[src/rtl/pds_pkg.sv]
// Shared types and constants for the PLL divider search block.
package pds_pkg;

  localparam int REF_W  = 30;
  localparam int GOAL_W = 30;
  // ref >= 1 MHz > 2^19, so goal/ref stays below 2^11
  localparam int QG_W   = GOAL_W - 19;

  localparam int unsigned VIN_LO_HZ    = 32'd1_000_000;
  localparam int unsigned VIN_HI_HZ    = 32'd25_000_000;
  localparam int unsigned VCO_LO_HZ    = 32'd240_000_000;
  localparam int unsigned VCO_HI_HZ    = 32'd480_000_000;
  localparam int unsigned MUL_MIN      = 32'd20;
  localparam int unsigned POST_DIV_MIN = 32'd2;

  typedef struct packed {
    logic [REF_W-1:0]  ref_hz;
    logic [GOAL_W-1:0] goal_hz;
  } in_t;

  typedef struct packed {
    logic       found;
    logic [4:0] pre_div;
    logic [8:0] vco_mul;
    logic [4:0] post_div;
  } out_t;

  // remainder side of one step: (lhs + rhs) reduced once modulo dvs
  typedef struct packed {
    logic [REF_W:0]   lhs;
    logic [REF_W-1:0] rhs;
    logic [REF_W-1:0] dvs;
  } rem_req_t;

endpackage

[src/rtl/pds_step_unit.sv]
// Shared add / reduce unit: one division step or one quotient-remainder accumulate.
module pds_step_unit #(
  parameter int Q_W = 21
) (
  input  pds_pkg::rem_req_t         req,
  input  logic [Q_W-1:0]            quo_a,
  input  logic [Q_W-1:0]            quo_b,
  output logic [pds_pkg::REF_W-1:0] rem,
  output logic [Q_W-1:0]            quo
);

  logic [pds_pkg::REF_W:0] sum;
  logic                    ge;

  always_comb begin
    sum = req.lhs + {1'b0, req.rhs};
    ge  = (sum >= {1'b0, req.dvs});
    if (ge) begin
      rem = pds_pkg::REF_W'(sum - {1'b0, req.dvs});
    end else begin
      rem = sum[pds_pkg::REF_W-1:0];
    end
    quo = quo_a + quo_b + Q_W'(ge);
  end

endmodule

[src/rtl/pll_divider_search.sv]
// PLL divider search top level: sequencer and registers around the shared step unit.
// Accept to result beat: the search ends at the first match, or once every M and P is tried;
//   a ref below 1 MHz skips the search and gives a miss.
// Throughput: one beat at a time; in_stall is high from accept until the result is loaded.
// Per-M cost is set by the P loop through the single step unit (one P per cycle).
// Reset: synchronous, active low; clears sequencer state, the found flag and output valid only.
module pll_divider_search #(
  parameter int PRE_DIV_MAX  = 24,
  parameter int MUL_MAX      = 480,
  parameter int POST_DIV_MAX = 16
) (
  input  logic           clk,
  input  logic           rst_n,
  input  logic           in_valid,
  output logic           in_stall,
  input  pds_pkg::in_t   in_data,
  output logic           out_valid,
  input  logic           out_stall,
  output pds_pkg::out_t  out_data
);

  // Method: with N = goal*M*P/ref, VCO = goal*P. For each M, P climbs and the quotient
  // and remainder of goal*M*P by ref are kept incrementally, so N rises with P and the
  // first P that divides exactly with N and VCO in range is the first match in M,N,P order.
  // goal/ref itself is found once by a restoring divide over QG_W steps.

  localparam int M_W  = $clog2(PRE_DIV_MAX + 1);
  localparam int P_W  = $clog2(POST_DIV_MAX + 1);
  localparam int QD_W = pds_pkg::QG_W + M_W;
  localparam int Q_W  = QD_W + P_W;
  localparam int V_W  = pds_pkg::GOAL_W + P_W;
  localparam int HI_W = $clog2(64'(pds_pkg::VIN_HI_HZ) * PRE_DIV_MAX + 1);
  localparam int R_W  = pds_pkg::REF_W;

  localparam logic [2:0] S_IDLE  = 3'd0;
  localparam logic [2:0] S_DIV   = 3'd1;
  localparam logic [2:0] S_MSTEP = 3'd2;
  localparam logic [2:0] S_PLOOP = 3'd3;
  localparam logic [2:0] S_MNEXT = 3'd4;
  localparam logic [2:0] S_DONE  = 3'd5;

  logic [2:0]             state_r, state_nxt;
  logic [R_W-1:0]         ref_r, ref_nxt;
  logic [pds_pkg::GOAL_W-1:0] goal_r, goal_nxt;
  logic [4:0]             cnt_r, cnt_nxt;
  logic [Q_W-1:0]         q_r, q_nxt;
  logic [R_W-1:0]         r_r, r_nxt;
  logic [pds_pkg::QG_W-1:0] qg_r, qg_nxt;
  logic [R_W-1:0]         rg_r, rg_nxt;
  logic [QD_W-1:0]        qd_r, qd_nxt;
  logic [R_W-1:0]         rd_r, rd_nxt;
  logic [V_W-1:0]         v_r, v_nxt;
  logic [M_W-1:0]         m_r, m_nxt;
  logic [P_W-1:0]         p_r, p_nxt;
  logic [HI_W-1:0]        lo_r, lo_nxt;
  logic [HI_W-1:0]        hi_r, hi_nxt;
  logic                   found_r, found_nxt;
  pds_pkg::out_t          out_data_r, out_data_nxt;
  logic                   out_valid_r, out_valid_nxt;

  pds_pkg::rem_req_t      su_req;
  logic [Q_W-1:0]         su_qa, su_qb, su_quo;
  logic [R_W-1:0]         su_rem;

  logic                   in_acc;
  logic                   vin_ok;
  logic                   cand_ok;

  assign in_stall  = (state_r != S_IDLE);
  assign in_acc    = in_valid && !in_stall;
  assign out_valid = out_valid_r;
  assign out_data  = out_data_r;

  pds_step_unit #(.Q_W(Q_W)) u_step (
    .req   (su_req),
    .quo_a (su_qa),
    .quo_b (su_qb),
    .rem   (su_rem),
    .quo   (su_quo)
  );

  // step unit operand select
  always_comb begin
    su_req = '0;
    su_qa  = '0;
    su_qb  = '0;
    case (state_r)
      S_DIV: begin
        su_req.lhs = {r_r, goal_r[cnt_r]};
        su_req.dvs = ref_r;
        su_qa      = {q_r[Q_W-2:0], 1'b0};
      end
      S_PLOOP: begin
        su_req.lhs = {1'b0, r_r};
        su_req.rhs = rd_r;
        su_req.dvs = ref_r;
        su_qa      = q_r;
        su_qb      = Q_W'(qd_r);
      end
      S_MNEXT: begin
        su_req.lhs = {1'b0, rd_r};
        su_req.rhs = rg_r;
        su_req.dvs = ref_r;
        su_qa      = Q_W'(qd_r);
        su_qb      = Q_W'(qg_r);
      end
      default: begin
        su_req = '0;
      end
    endcase
  end

  // VCO input window for the current M
  assign vin_ok = (64'(ref_r) >= 64'(lo_r)) && (64'(ref_r) <= 64'(hi_r));

  // P at least POST_DIV_MIN, exact divide, N in range, VCO (= goal*P) in range
  assign cand_ok = (p_r >= P_W'(pds_pkg::POST_DIV_MIN)) && (r_r == '0)
                && (q_r >= Q_W'(pds_pkg::MUL_MIN)) && (q_r <= Q_W'(MUL_MAX))
                && (v_r >= V_W'(pds_pkg::VCO_LO_HZ)) && (v_r <= V_W'(pds_pkg::VCO_HI_HZ));

  always_comb begin
    state_nxt     = state_r;
    ref_nxt       = ref_r;
    goal_nxt      = goal_r;
    cnt_nxt       = cnt_r;
    q_nxt         = q_r;
    r_nxt         = r_r;
    qg_nxt        = qg_r;
    rg_nxt        = rg_r;
    qd_nxt        = qd_r;
    rd_nxt        = rd_r;
    v_nxt         = v_r;
    m_nxt         = m_r;
    p_nxt         = p_r;
    lo_nxt        = lo_r;
    hi_nxt        = hi_r;
    found_nxt     = found_r;
    out_data_nxt  = out_data_r;
    out_valid_nxt = out_valid_r;

    if (out_valid_r && !out_stall) begin
      out_valid_nxt = 1'b0;
    end

    case (state_r)
      S_IDLE: begin
        if (in_acc) begin
          ref_nxt   = in_data.ref_hz;
          goal_nxt  = in_data.goal_hz;
          r_nxt     = R_W'(in_data.goal_hz >> pds_pkg::QG_W);
          q_nxt     = '0;
          cnt_nxt   = 5'(pds_pkg::QG_W - 1);
          m_nxt     = M_W'(1);
          lo_nxt    = HI_W'(pds_pkg::VIN_LO_HZ);
          hi_nxt    = HI_W'(pds_pkg::VIN_HI_HZ);
          found_nxt = 1'b0;
          // below 1 MHz no M can pass the input window
          if (in_data.ref_hz < R_W'(pds_pkg::VIN_LO_HZ)) begin
            state_nxt = S_DONE;
          end else begin
            state_nxt = S_DIV;
          end
        end
      end
      S_DIV: begin
        q_nxt   = su_quo;
        r_nxt   = su_rem;
        cnt_nxt = cnt_r - 5'd1;
        if (cnt_r == 5'd0) begin
          qg_nxt    = pds_pkg::QG_W'(su_quo);
          rg_nxt    = su_rem;
          qd_nxt    = QD_W'(su_quo);
          rd_nxt    = su_rem;
          state_nxt = S_MSTEP;
        end
      end
      S_MSTEP: begin
        if (vin_ok) begin
          q_nxt     = Q_W'(qd_r);
          r_nxt     = rd_r;
          v_nxt     = V_W'(goal_r);
          p_nxt     = P_W'(1);
          state_nxt = S_PLOOP;
        end else begin
          state_nxt = S_MNEXT;
        end
      end
      S_PLOOP: begin
        if (cand_ok) begin
          found_nxt = 1'b1;
          state_nxt = S_DONE;
        end else if (p_r == P_W'(POST_DIV_MAX)) begin
          state_nxt = S_MNEXT;
        end else begin
          q_nxt = su_quo;
          r_nxt = su_rem;
          v_nxt = v_r + V_W'(goal_r);
          p_nxt = p_r + P_W'(1);
        end
      end
      S_MNEXT: begin
        if (m_r == M_W'(PRE_DIV_MAX)) begin
          found_nxt = 1'b0;
          state_nxt = S_DONE;
        end else begin
          qd_nxt    = QD_W'(su_quo);
          rd_nxt    = su_rem;
          m_nxt     = m_r + M_W'(1);
          lo_nxt    = lo_r + HI_W'(pds_pkg::VIN_LO_HZ);
          hi_nxt    = hi_r + HI_W'(pds_pkg::VIN_HI_HZ);
          state_nxt = S_MSTEP;
        end
      end
      S_DONE: begin
        // wait for the output slot to free up
        if (!out_valid_r || !out_stall) begin
          if (found_r) begin
            out_data_nxt.found    = 1'b1;
            out_data_nxt.pre_div  = 5'(m_r);
            out_data_nxt.vco_mul  = 9'(q_r);
            out_data_nxt.post_div = 5'(p_r);
          end else begin
            out_data_nxt = '0;
          end
          out_valid_nxt = 1'b1;
          state_nxt     = S_IDLE;
        end
      end
      default: begin
        state_nxt = S_IDLE;
      end
    endcase
  end

  always_ff @(posedge clk) begin
    if (!rst_n) begin
      state_r     <= S_IDLE;
      out_valid_r <= 1'b0;
      found_r     <= 1'b0;
    end else begin
      state_r     <= state_nxt;
      out_valid_r <= out_valid_nxt;
      found_r     <= found_nxt;
    end
  end

  always_ff @(posedge clk) begin
    ref_r      <= ref_nxt;
    goal_r     <= goal_nxt;
    cnt_r      <= cnt_nxt;
    q_r        <= q_nxt;
    r_r        <= r_nxt;
    qg_r       <= qg_nxt;
    rg_r       <= rg_nxt;
    qd_r       <= qd_nxt;
    rd_r       <= rd_nxt;
    v_r        <= v_nxt;
    m_r        <= m_nxt;
    p_r        <= p_nxt;
    lo_r       <= lo_nxt;
    hi_r       <= hi_nxt;
    out_data_r <= out_data_nxt;
  end

  // an accepted beat always takes the block out of idle (a search, or straight to a miss below 1 MHz)
  a_accept_busy: assert property (@(posedge clk) disable iff (!rst_n)
    in_acc |=> (state_r != S_IDLE))
    else $error("search did not start after accept");

  // a miss reports all-zero dividers
  a_miss_zero: assert property (@(posedge clk) disable iff (!rst_n)
    (out_valid_r && !out_data_r.found) |->
      (out_data_r.pre_div == '0 && out_data_r.vco_mul == '0 && out_data_r.post_div == '0))
    else $error("not-found result carries nonzero fields");

  // divide remainder stays reduced
  a_div_rem: assert property (@(posedge clk) disable iff (!rst_n)
    (state_r == S_DIV) |-> (r_r < ref_r))
    else $error("division remainder not below ref");

  // per-M step remainders stay reduced
  a_m_rem: assert property (@(posedge clk) disable iff (!rst_n)
    (state_r == S_MSTEP || state_r == S_PLOOP || state_r == S_MNEXT) |->
      (rd_r < ref_r && rg_r < ref_r))
    else $error("per-M remainder not below ref");

  // P loop keeps a reduced remainder and a nonzero P
  a_p_loop: assert property (@(posedge clk) disable iff (!rst_n)
    (state_r == S_PLOOP) |-> (r_r < ref_r && p_r != '0))
    else $error("P loop accumulator out of range");

endmodule
[config.mk]
export PLATFORM = sky130hd
export DESIGN_NAME = pll_divider_search
export DESIGN_NICKNAME = d
export VERILOG_FILES = /design/src/rtl/pds_pkg.sv /design/src/rtl/pds_step_unit.sv /design/src/rtl/pll_divider_search.sv
export SDC_FILE = /design/constraint.sdc
export NUM_CORES = 1
export LEC_CHECK = 0
export ABC_CLOCK_PERIOD_IN_PS = 14500
export BUFFER_PORTS_ARGS = -buffer_cell sky130_fd_sc_hd__buf_2
export CORE_ASPECT_RATIO = 0.5
export CORE_MARGIN = 2
export CORE_UTILIZATION = 35
export DETAILED_ROUTE_END_ITERATION = 16
export SYNTH_ARGS = -nofsm -noshare
export SYNTH_HDL_FRONTEND = slang
export SYNTH_SLANG_ARGS = --single-unit
[constraint.sdc]
create_clock -name clk -period 14.5 [get_ports clk]
set_input_delay 1.45 -clock clk [delete_from_list [all_inputs] [get_ports clk]]
set_output_delay 1.45 -clock clk [all_outputs]
set_load 0.005 [all_outputs]
==> results of run 1 <==
[state kept, by name (all words and copies together), names as in the netlist, 5 cells and up]
name and flops:
hi_r 24, m_r 5, qg_r 11, p_r 5, r_r 30, ref_r 30
rg_r 30, lo_r 24, q_r 21, rd_r 30, cnt_r 5, out_data 20
goal_r 30, v_r 35, qd_r 16
[metrics by stage]
stage | total power [uW] | util | std cells | cell area, um^2
3_3_place_gp | 2910 | 0.378 | 2877 | 22500
6_report | 3790 | 0.396 | 2936 | 23500
3_5_place_dp | 2910 | 0.378 | 2877 | 22500
2_1_floorplan | 2500 | - | 2037 | 21100
5_1_grt | 4010 | 0.396 | 2936 | 23500
4_1_cts | 3790 | 0.396 | 2936 | 23500
[kinds of logic (layout without fill, tap and decap cells)]
group	after synthesis	in the layout	synth area share
multiplexers	42	42	0.0267
XOR/XNOR	141	141	0.0586
AND/OR/NAND/NOR	591	591	0.133
buffers and inverters	171	258	0.0309
adder cells (fa/ha/maj)	166	166	0.100
AO/OA/AOI/OAI	605	605	0.195
flip-flops	321	321	0.455
[cells in the mapped netlist, types with 16 or more instances]
cell and n:
a31oi_1 17, and2_1 32, o21a_1 19, nand3_1 48
nand4_1 28, nor3_1 32, a22oi_1 66, a221o_1 20
o21ai_0 138, a22o_1 66, nand2_1 198, nor2_1 132
inv_1 90, xnor2_1 97, mux2_2 23, a21oi_1 124
edfxtp_1 316, a21o_1 64, ha_1 161, xor2_1 44
nor2b_1 16, nor4_1 25, clkbuf_1 69, and3_1 26
[routing by layer]
metal / share of wire / GRT usage / vias up
li1: - / - / 7874
met1: 0.49 / 0.254 / 7620
met2: 0.43 / 0.267 / 410
met3: 0.053 / 0.0260 / 76
met4: 0.026 / 0.0536 / 0
met5: 0 / 0 / -
[power breakdown]
part / internal, uW / switching [uW] / total (uW)
clock: 473 / 391 / 864
sequential: 1270 / 139 / 1410
combinational: 616 / 902 / 1520
total: 2360 / 1430 / 3790
[worst register-to-register path, delay by kind of cell, from the launching register on]
kind / cells / cell delay (ns)
AOI/OAI and AO/OA: 16 / 3.63
xor gates and xnor gates: 2 / 0.35
adders and majority gates: 5 / 1.76
buffers and inverters: 6 / 2.37
DFF: 1 / 0.31
and+or+nand+nor: 9 / 1.48
[placed cells by master (no fill, tap or decap), drive strengths merged, types with 6 or more instances in the layout]
master and n:
o21a 19, a21oi 124, mux4 9, or3 9, o31ai 6, nand2b 15, and2 33, nor4 25
edfxtp 316, a22o 66, nor3 32, mux2 23, a31oi 17, o21bai 11, inv 97, a22oi 66
clkbuf 37, a211oi 13, buf 108, or2 9, a21o 64, and3 26, nand4 28, nand2 198
mux2i 10, clkinv 11, nand3 48, xnor2 97, ha 161, nor2b 16, o21ai 140, nor2 132
a21boi 6, a221o 20, o211ai 7, xor2 44
[final cells by class]
| type | instances | share of cell area |
|---|---|---|
| timing repair buffer | 108 | 0.0254 |
| clock inverter | 22 | 0.00841 |
| inverter | 91 | 0.0145 |
| tap | 812 | 0.0432 |
| clock buffer | 37 | 0.0367 |
| multi-input combinational | 1545 | 0.464 |
| sequential | 321 | 0.408 |
[final timing paths]
path,end,start,slack (ns)
worst max register to register,q_r[18]$_SDFFCE_PP0P_,state_r[1]$_SDFFE_PN0P_,4.46
worst min-delay path,out_valid$_SDFF_PN0_,out_valid$_SDFF_PN0_,0.59
worst min register to register,out_valid$_SDFF_PN0_,out_valid$_SDFF_PN0_,0.59
worst max-delay path,q_r[18]$_SDFFCE_PP0P_,state_r[1]$_SDFFE_PN0P_,4.46
==> qor.yml, run 1 <==
outcome:
  outcome: "complete, no violations"
clocking:
  clockBufferDepth: 3
  numCtsBuffers: 34
  ctsHoldBuffers: 0
  clockRootBuffer: "clkbuf_16"
  cts-resized-gates: 0
  clk_latency_ns: 0.56
  cts_setup_buffers: 0
  numClockSinks: 321
  cts_tree: "done"
  cts-htree-levels: 2
  clk_pin_slew_worst_paths_ns: 0.06
worst_setup_path:
  crit_family: "compound AO/OA/AOI/OAI gates"
  critPathCaptureType: "flip-flop"
  critPathBufInv: 6
  worstSetupPathDepth: 38
  worstPathRequired_ns: 14.89
  crit_path_max_incr_delay_ns: 0.77
  critPathKind: "flip-flop to flip-flop"
  ff2ff_path_depth: 38
  cp_max_fo: 90
  cp.arrival_ns: 10.43
  startpoint_type: "flip-flop"
  crit_slowest_cell: "buf_4"
timing:
  timing.hold.ws_ns: 0.595
  setup_viol: 0
  fmax_ghz: 0.0996
  skew_ns: 0.0420
  slew-limit-headroom: 0.238
  worst_pin_slew_ns: 1.14
  rsz0062_at_grt: "false"
  drv_slew: 0
  fin_tns_setup_ns: 0
  hold_viol_final: 0
  layout_min_cycle_time_ns: 10.04
  layout_setup_ws_ns: 4.46
  fin_crit_sh: 0.693
synth:
  synth_seq_area_share: 0.455
  yosys.area.top_type: "edfxtp_1"
  synth_area_mm2: 0.0211
  ys_types: 77
  synth_ff_type: "edfxtp_1"
  syn_nets: 2267
  synth.top_cells.by_area: "edfxtp_1 (45%), ha_1 (9.6%), xnor2_1 (4.0%)"
  ys_warn_count: 0
  synth_top_cell_area_share: 0.450
  async_flop_share: 0
  syn_avg_cell_area_um2: 10.3
  syn-instance-count: 2037
  synth_enable_flop_cells: 316
  ys_ff_latch: 321
hold_path:
  hold_class: "flip-flop to flip-flop"
  whs_path_depth: 2
layout:
  multiInputGateArea_mm2: 0.0109
  ff_latch_area_mm2: 0.00959
  fillers: 5745
  nets: 2331
  syn2layout_area_growth_pct: 11.6
  drive_above_1_share: 0.106
  diodes: 0
power:
  ir_drop_uv: 86.6
  p_leak_uw: 0.00919
  power.density_mw_per_mm2: 161
global_route:
  grt_pass1_wl_mm: 86.1
  overflow: 0
  grt_start_max_net_pins: 91
  antenna_found_initial: 0
  grt_pass1_vias: 15200
  grtUsageTotal: 0.175
die:
  die_area_mm2: 0.0623
  die_width_um: 351
  initial_core_util: 0.355
  core-area_mm2: 0.0594
  die_y_um: 178
  ioPinCount: 86
  row_count: 63
route:
  totalWireLength_mm: 54.8
  drc: 0
  dr.pass1.iters: 6
  post_drt_wl_per_cell_um: 18.7
  vias: 16000
  dr.first_iter.drc_count: 1488
  postRouteAntennaNets: 0
  vias_per_cell: 5.44
place:
  io_buffers: 85
  dp_hpwl_mm: 39.6
  pre_cts_ws_ns: 4.62
  gp_congestion: 0.889
job:
  max_cap_violations: 0
(Power assumes the default switching activity.)
==> run 2, diff against run 1 <==
--- a/config.mk
+++ b/config.mk
@@ -5,7 +5,8 @@
 export SDC_FILE = /design/constraint.sdc
 export NUM_CORES = 1
 export LEC_CHECK = 0
-export ABC_CLOCK_PERIOD_IN_PS = 14500
+export ABC_AREA = 1
+export ABC_CLOCK_PERIOD_IN_PS = 8600
 export BUFFER_PORTS_ARGS = -buffer_cell sky130_fd_sc_hd__buf_2
 export CORE_ASPECT_RATIO = 0.5
 export CORE_MARGIN = 2
==> constraint.sdc (replaced) <==
create_clock -name clk -period 8.6 [get_ports clk]
set_input_delay 0.86 -clock clk [delete_from_list [all_inputs] [get_ports clk]]
set_output_delay 0.86 -clock clk [all_outputs]
set_load 0.005 [all_outputs]
==> run 2 against run 1 <==
Non-clock buffer count is 6 lower. Via count grew 30%. Clock power rose by 84%. Routed wire length is 30% higher. Final area up 10%. Clock skew down 0.021 ns. Sequential share of layout area shrank 3.9 points. Highest routed layer unchanged.
==> qor.yml, run 2 <==
outcome:
  outcome: "complete, no violations"
die:
  row_count: 66
  die_area_mm2: 0.0690
  core-area_mm2: 0.0655
  die_y_um: 187
  initial_core_util: 0.357
  ioPinCount: 86
  die_width_um: 369
worst_setup_path:
  r2r-end: "q_r[10]$_SDFFCE_PP0P_"
  critPathCaptureType: "flip-flop"
  r2r_start: "cnt_r[0]$_SDFFCE_PP0P_"
  crit_path_max_incr_delay_ns: 0.63
  crit_slowest_cell: "edfxtp_1"
  critPathKind: "flip-flop to flip-flop"
  ff2ff_path_depth: 40
  worstPathRequired_ns: 9.01
  cp.arrival_ns: 7.88
  r2r_setup_slack_ns: 1.13
  critPathMostFrequentCell: "nand2_1"
  startpoint_type: "flip-flop"
  cp_max_fo: 18
  startpoint: "cnt_r[0]$_SDFFCE_PP0P_"
place:
  pre_cts_ws_ns: 1.19
  io_buffers: 85
  gp_congestion: 0.978
  placed_area_mm2: 0.0248
  dp_hpwl_mm: 53.9
  dp.cells: 3953
timing:
  layout_setup_ws_ns: 1.13
  drv_slew: 0
  rsz0062_at_grt: "false"
  fin_tns_setup_ns: 0
  worst_pin_slew_ns: 1.03
  slew-limit-headroom: 0.309
  setup_viol: 0
  fin_crit_sh: 0.868
  layout_min_cycle_time_ns: 7.47
  skew_ns: 0.0212
  fmax_ghz: 0.134
  hold_viol_final: 0
clocking:
  clockRootBuffer: "clkbuf_16"
  cts-resized-gates: 0
  clk_latency_ns: 0.56
  clk_pin_slew_worst_paths_ns: 0.07
  cts_setup_buffers: 0
  numCtsBuffers: 34
  cts-htree-levels: 2
  numClockSinks: 321
  clockBufferDepth: 3
  ctsHoldBuffers: 0
  cts_tree: "done"
layout:
  syn2layout_area_growth_pct: 11.2
  fin_area_mm2: 0.0260
  top_register: "v_r"
  final_cell_mix: "nand2_1 (789), inv_1 (463), edfxtp_1 (316)"
  finalNonFillerCells: 4015
  drive_above_1_share: 0.0639
  layout_commonest_cell: "nand2_1"
  largest_reg_flops: 35
  nets: 3335
hold_path:
  hold_end: "ref_r[4]$_DFFE_PP_"
  hold_class: "input pin to flip-flop"
  whs_path_depth: 1
  hp-start: "in_data[34]"
route:
  vias_per_cell: 5.18
  dr.first_iter.drc_count: 1678
  drc: 0
  totalWireLength_mm: 71.1
  dr.pass1.iters: 5
  postRouteAntennaNets: 0
  vias: 20800
  post_drt_wl_per_cell_um: 17.7
global_route:
  grt_pass1_wl_mm: 110
  grt_start_max_net_pins: 77
  grt_pass1_vias: 20200
  antenna_found_initial: 1
  overflow: 0
  grtUsageTotal: 0.202
synth:
  async_flop_share: 0
  syn_avg_cell_area_um2: 7.70
  synth_ff_type: "edfxtp_1"
  synth.top_cells.by_area: "edfxtp_1 (41%), nand2_1 (13%), ha_1 (8.6%)"
  yosys.area.top_type: "edfxtp_1"
  synth_top_cell_area_share: 0.406
  syn-instance-count: 3035
  yosysMostFrequentCell: "nand2_1"
  synth_enable_flop_cells: 316
  synth_common_cells: "nand2_1 (789), inv_1 (464), edfxtp_1 (316)"
  ys_types: 53
  syn_nets: 3265
  ys_ff_latch: 321
  synth_area_mm2: 0.0234
  synth_seq_area_share: 0.410
  ys_warn_count: 0
power:
  power.density_mw_per_mm2: 400
  p_leak_uw: 0.0118
  total_power_uw: 10400
  ir_drop_uv: 292
job:
  max_cap_violations: 0
==> run 2: stage by stage <==
stage | hold WS (ns) | utilization
floorplan | 0.426 | -
global placement | 0.515 | 0.379
detailed placement | 0.523 | 0.379
CTS | 0.448 | 0.397
global route | 0.462 | 0.397
finish | 0.476 | 0.397
==> run 2: logic make-up (layout without fill, tap and decap cells) <==
kind of cell / after synthesis / in the layout / share of synthesized area
AOI/OAI and AO/OA: 548 / 548 / 0.134
DFF: 321 / 321 / 0.410
buffers and inverters: 539 / 634 / 0.0889
xor gates and xnor gates: 65 / 65 / 0.0244
adders and majority gates: 166 / 166 / 0.0905
and+or+nand+nor: 1396 / 1396 / 0.252
other: 0 / 1 / 0
==> run 2: cell type report <==
cell class	instances	area, um^2
Inverter	471	1770
Sequential cell	321	9590
Antenna cell	1	2.50
Clock buffer	40	873
Tap cell	884	1110
Timing Repair Buffer	102	553
Fill cell	6787	39500
Multi-Input combinational cell	2175	11800
Clock inverter	21	310
==> run 2: power breakdown <==
part	switching, uW	internal, uW	leakage, uW
logic	4050	1800	0.00820
clock network	667	921	0.000567
registers	338	2620	0.00300
total	5060	5340	0.0118
==> run 2: worst max path at each step <==
stage | end | slack, ns
finish | q_r[10]$_SDFFCE_PP0P_ | 1.13
floorplan | q_r[18]$_SDFFCE_PP0P_ | 2.61
global placement | q_r[12]$_SDFFCE_PP0P_ | 1.42
global route | q_r[14]$_SDFFCE_PP0P_ | 0.41
detailed placement | q_r[10]$_SDFFCE_PP0P_ | 1.19
CTS | q_r[10]$_SDFFCE_PP0P_ | 1.19
==> run 2: worst max-delay path: cells and delay by family, from the launching register on <==
family,cells,cell delay (ns)
flip-flops,1,0.63
XOR/XNOR,1,0.27
AO/OA/AOI/OAI,13,2.19
AND/OR/NAND/NOR,16,1.71
buffers and inverters,5,0.81
adder cells (fa/ha/maj),5,1.72
==> run 2: metal layers <==
layer / routed length, um / global-route usage / share of wire / vias up
li1: - / - / - / 10400
met1: 32800 / 0.273 / 0.46 / 9778
met2: 32900 / 0.340 / 0.46 / 565
met3: 3870 / 0.0268 / 0.054 / 90
met4: 1510 / 0.0482 / 0.021 / 0
met5: 0 / 0 / 0 / -
==> run 3, diff against run 2 <==
--- a/config.mk
+++ b/config.mk
@@ -7,11 +7,13 @@
 export LEC_CHECK = 0
 export ABC_AREA = 1
 export ABC_CLOCK_PERIOD_IN_PS = 8600
-export BUFFER_PORTS_ARGS = -buffer_cell sky130_fd_sc_hd__buf_2
 export CORE_ASPECT_RATIO = 0.5
 export CORE_MARGIN = 2
 export CORE_UTILIZATION = 35
 export DETAILED_ROUTE_END_ITERATION = 16
+export DONT_BUFFER_PORTS = 1
+export SETUP_SLACK_MARGIN = 0.3
 export SYNTH_ARGS = -nofsm -noshare
 export SYNTH_HDL_FRONTEND = slang
+export SYNTH_HIERARCHICAL = 1
 export SYNTH_SLANG_ARGS = --single-unit
==> run 3 against run 2 <==
Worst hold slack got worse by 0.097 ns. Core utilization decreased by 1.1 points. Flip-flop and latch count unchanged. Cell count increased by 4.4%. Die area increased by 4.7%. Count of clock-buffer cells in the layout decreased by 1. Combinational power decreased by 2%. Fmax decreased by 2.9%. Total power decreased by 2.1%. Via count increased by 4.7%. Non-clock buffer count decreased by 87. Clock skew decreased by 0.0026 ns. Critical path type unchanged. Largest cell class unchanged.
==> qor.yml, run 3 <==
layout:
  layout_commonest_cell: "nand2_1"
  postLayoutCoreUtil: 0.385
  top_register: "v_r"
  diodes: 0
  syn2layout_area_growth_pct: 8.74
  nets: 3453
  largest_reg_flops: 35
  finalNonFillerCells: 4190
  fin_area_mm2: 0.0266
  fillers: 7251
  drive_above_1_share: 0.0527
  final_cell_mix: "nand2_1 (876), inv_1 (494), edfxtp_1 (316)"
power:
  intPower_uw: 5030
  p_leak_uw: 0.0119
  sw_frac_of_total: 0.505
  clockPowerShare: 0.150
  comb_power_share: 0.562
  power.density_mw_per_mm2: 382
  ir_drop_uv: 268
  p_sw_uw: 5140
  seqPwrFrac: 0.288
synth:
  synth_common_cells: "nand2_1 (876), inv_1 (495), edfxtp_1 (316)"
  yosys.area.top_type: "edfxtp_1"
  synth_seq_area_share: 0.392
  async_flop_share: 0
  synth_top_cell_area_share: 0.387
  syn-instance-count: 3230
  synth.top_cells.by_area: "edfxtp_1 (39%), nand2_1 (13%), ha_1 (8.4%)"
  yosysMostFrequentCell: "nand2_1"
  synth_area_mm2: 0.0245
  syn_avg_cell_area_um2: 7.58
  ys_warn_count: 6
  synth_ff_type: "edfxtp_1"
  ys_types: 57
  synth_enable_flop_cells: 316
  ys_ff_latch: 321
route:
  dr.pass1.iters: 7
  vias: 21800
  dr.first_iter.drc_count: 1798
  drc: 0
  post_drt_wl_per_cell_um: 17.6
  postRouteAntennaNets: 0
  vias_per_cell: 5.20
  totalWireLength_mm: 73.7
timing:
  fmax_ghz: 0.130
  rsz0062_at_grt: "false"
  layout_min_cycle_time_ns: 7.69
  fin_tns_setup_ns: 0
  timing.hold.ws_ns: 0.379
  skew_ns: 0.0187
  drv_slew: 0
  worst_pin_slew_ns: 1.04
  slew-limit-headroom: 0.303
  fin_crit_sh: 0.894
  hold_viol_final: 0
  setup_viol: 0
die:
  die_y_um: 191
  initial_core_util: 0.354
  ioPinCount: 86
  die_width_um: 378
  core-area_mm2: 0.0691
  die_area_mm2: 0.0722
  row_count: 68
place:
  dp.cells: 4127
  io_buffers: 0
  dp_hpwl_mm: 57.0
  placed_area_mm2: 0.0255
  gp_congestion: 1.04
job:
  max_cap_violations: 0
global_route:
  antenna_found_initial: 0
  grt_pass1_vias: 21000
  grtUsageTotal: 0.205
  grt_pass1_wl_mm: 117
  overflow: 0
  grt_start_max_net_pins: 76
worst_setup_path:
  critPathKind: "flip-flop to flip-flop"
  worstPathRequired_ns: 8.89
  crit_slowest_cell: "edfxtp_1"
  crit_path_max_incr_delay_ns: 0.61
  critPathMostFrequentCell: "nand3_1"
  critPathCaptureType: "flip-flop"
  startpoint_type: "flip-flop"
  cp_max_fo: 31
  cp.arrival_ns: 7.98
clocking:
  numClockSinks: 321
  cts-htree-levels: 2
  clk_pin_slew_worst_paths_ns: 0.07
  cts_setup_buffers: 0
  cts_tree: "done"
  clk_latency_ns: 0.57
  clockRootBuffer: "clkbuf_16"
  numCtsBuffers: 35
  clockBufferDepth: 3
outcome:
  outcome: "complete, no violations"
hold_path:
  hold_class: "input pin to flip-flop"
## run 3: power by group through the flow
stage          clock (uW)  combinational, uW  sequential (uW)
2_1_floorplan           0               4070             2830
3_3_place_gp            0               5590             2950
3_5_place_dp            0               5630             2950
4_1_cts              1570               5650             2930
5_1_grt              1630               6390             2990
6_report             1520               5720             2930
## run 3: final timing paths
check                                        startpoint                       to  slack (ns)  depth (start not counted)
worst max-delay path             cnt_r[0]$_SDFFCE_PN0P_    q_r[12]$_SDFFCE_PP0P_        0.91                         39
worst min-delay path                        in_data[12]     goal_r[12]$_DFFE_PP_        0.38                          0
worst max register to register   cnt_r[0]$_SDFFCE_PN0P_    q_r[12]$_SDFFCE_PP0P_        0.91                         39
worst min register to register  state_r[0]$_SDFFE_PN0P_  state_r[0]$_SDFFE_PN0P_        0.51                          2
## run 3: cell families after synthesis
family / Yosys count / synth area share
compound gates: 534 / 0.128
other cells: 1 / 0.000153
flops: 321 / 0.392
xor+xnor: 73 / 0.0261
fa+ha+maj: 170 / 0.0884
buf+inv: 577 / 0.0926
simple gates: 1554 / 0.273
## run 3: layer usage
layer | wire length [um] | track usage | part of all wire
met3 | 4570 | 0.0289 | 0.062
met5 | 0 | 0 | 0
met2 | 33400 | 0.338 | 0.45
met1 | 33900 | 0.281 | 0.46
met4 | 1850 | 0.0567 | 0.025
## run 3: worst max-delay path: cells and delay by family, from the launching register on
family / cells / cell delay [ns]
simple gates: 18 / 2.31
fa+ha+maj: 5 / 2.03
compound gates: 8 / 1.37
buf+inv: 7 / 0.92
flops: 1 / 0.61
xor+xnor: 1 / 0.18
## run 3: repair_timing
item	in CTS	in global routing
resized for setup	0	3
hold buffers	0	0
hold endpoints to repair	0	0
setup endpoints to repair	0	15
## run 3: cell type report
cell class              instances  area (um^2)  share of cell area
multi-input cells            2336        12700               0.477
flip-flops and latches        321         9590               0.360
clock buffers                  39          891              0.0335
clock inverters                24          223             0.00836
well taps                     945         1180              0.0444
repair buffers                 15          113             0.00423
inverters                     510         1920              0.0721
## run 3: through the flow
step,total power (uW),setup WS [ns]
after detailed placement,8580,0.503
after global routing,11000,0.313
after global placement,8540,0.704
final,10200,0.911
after floorplan,6900,2.63
after CTS,10100,0.468
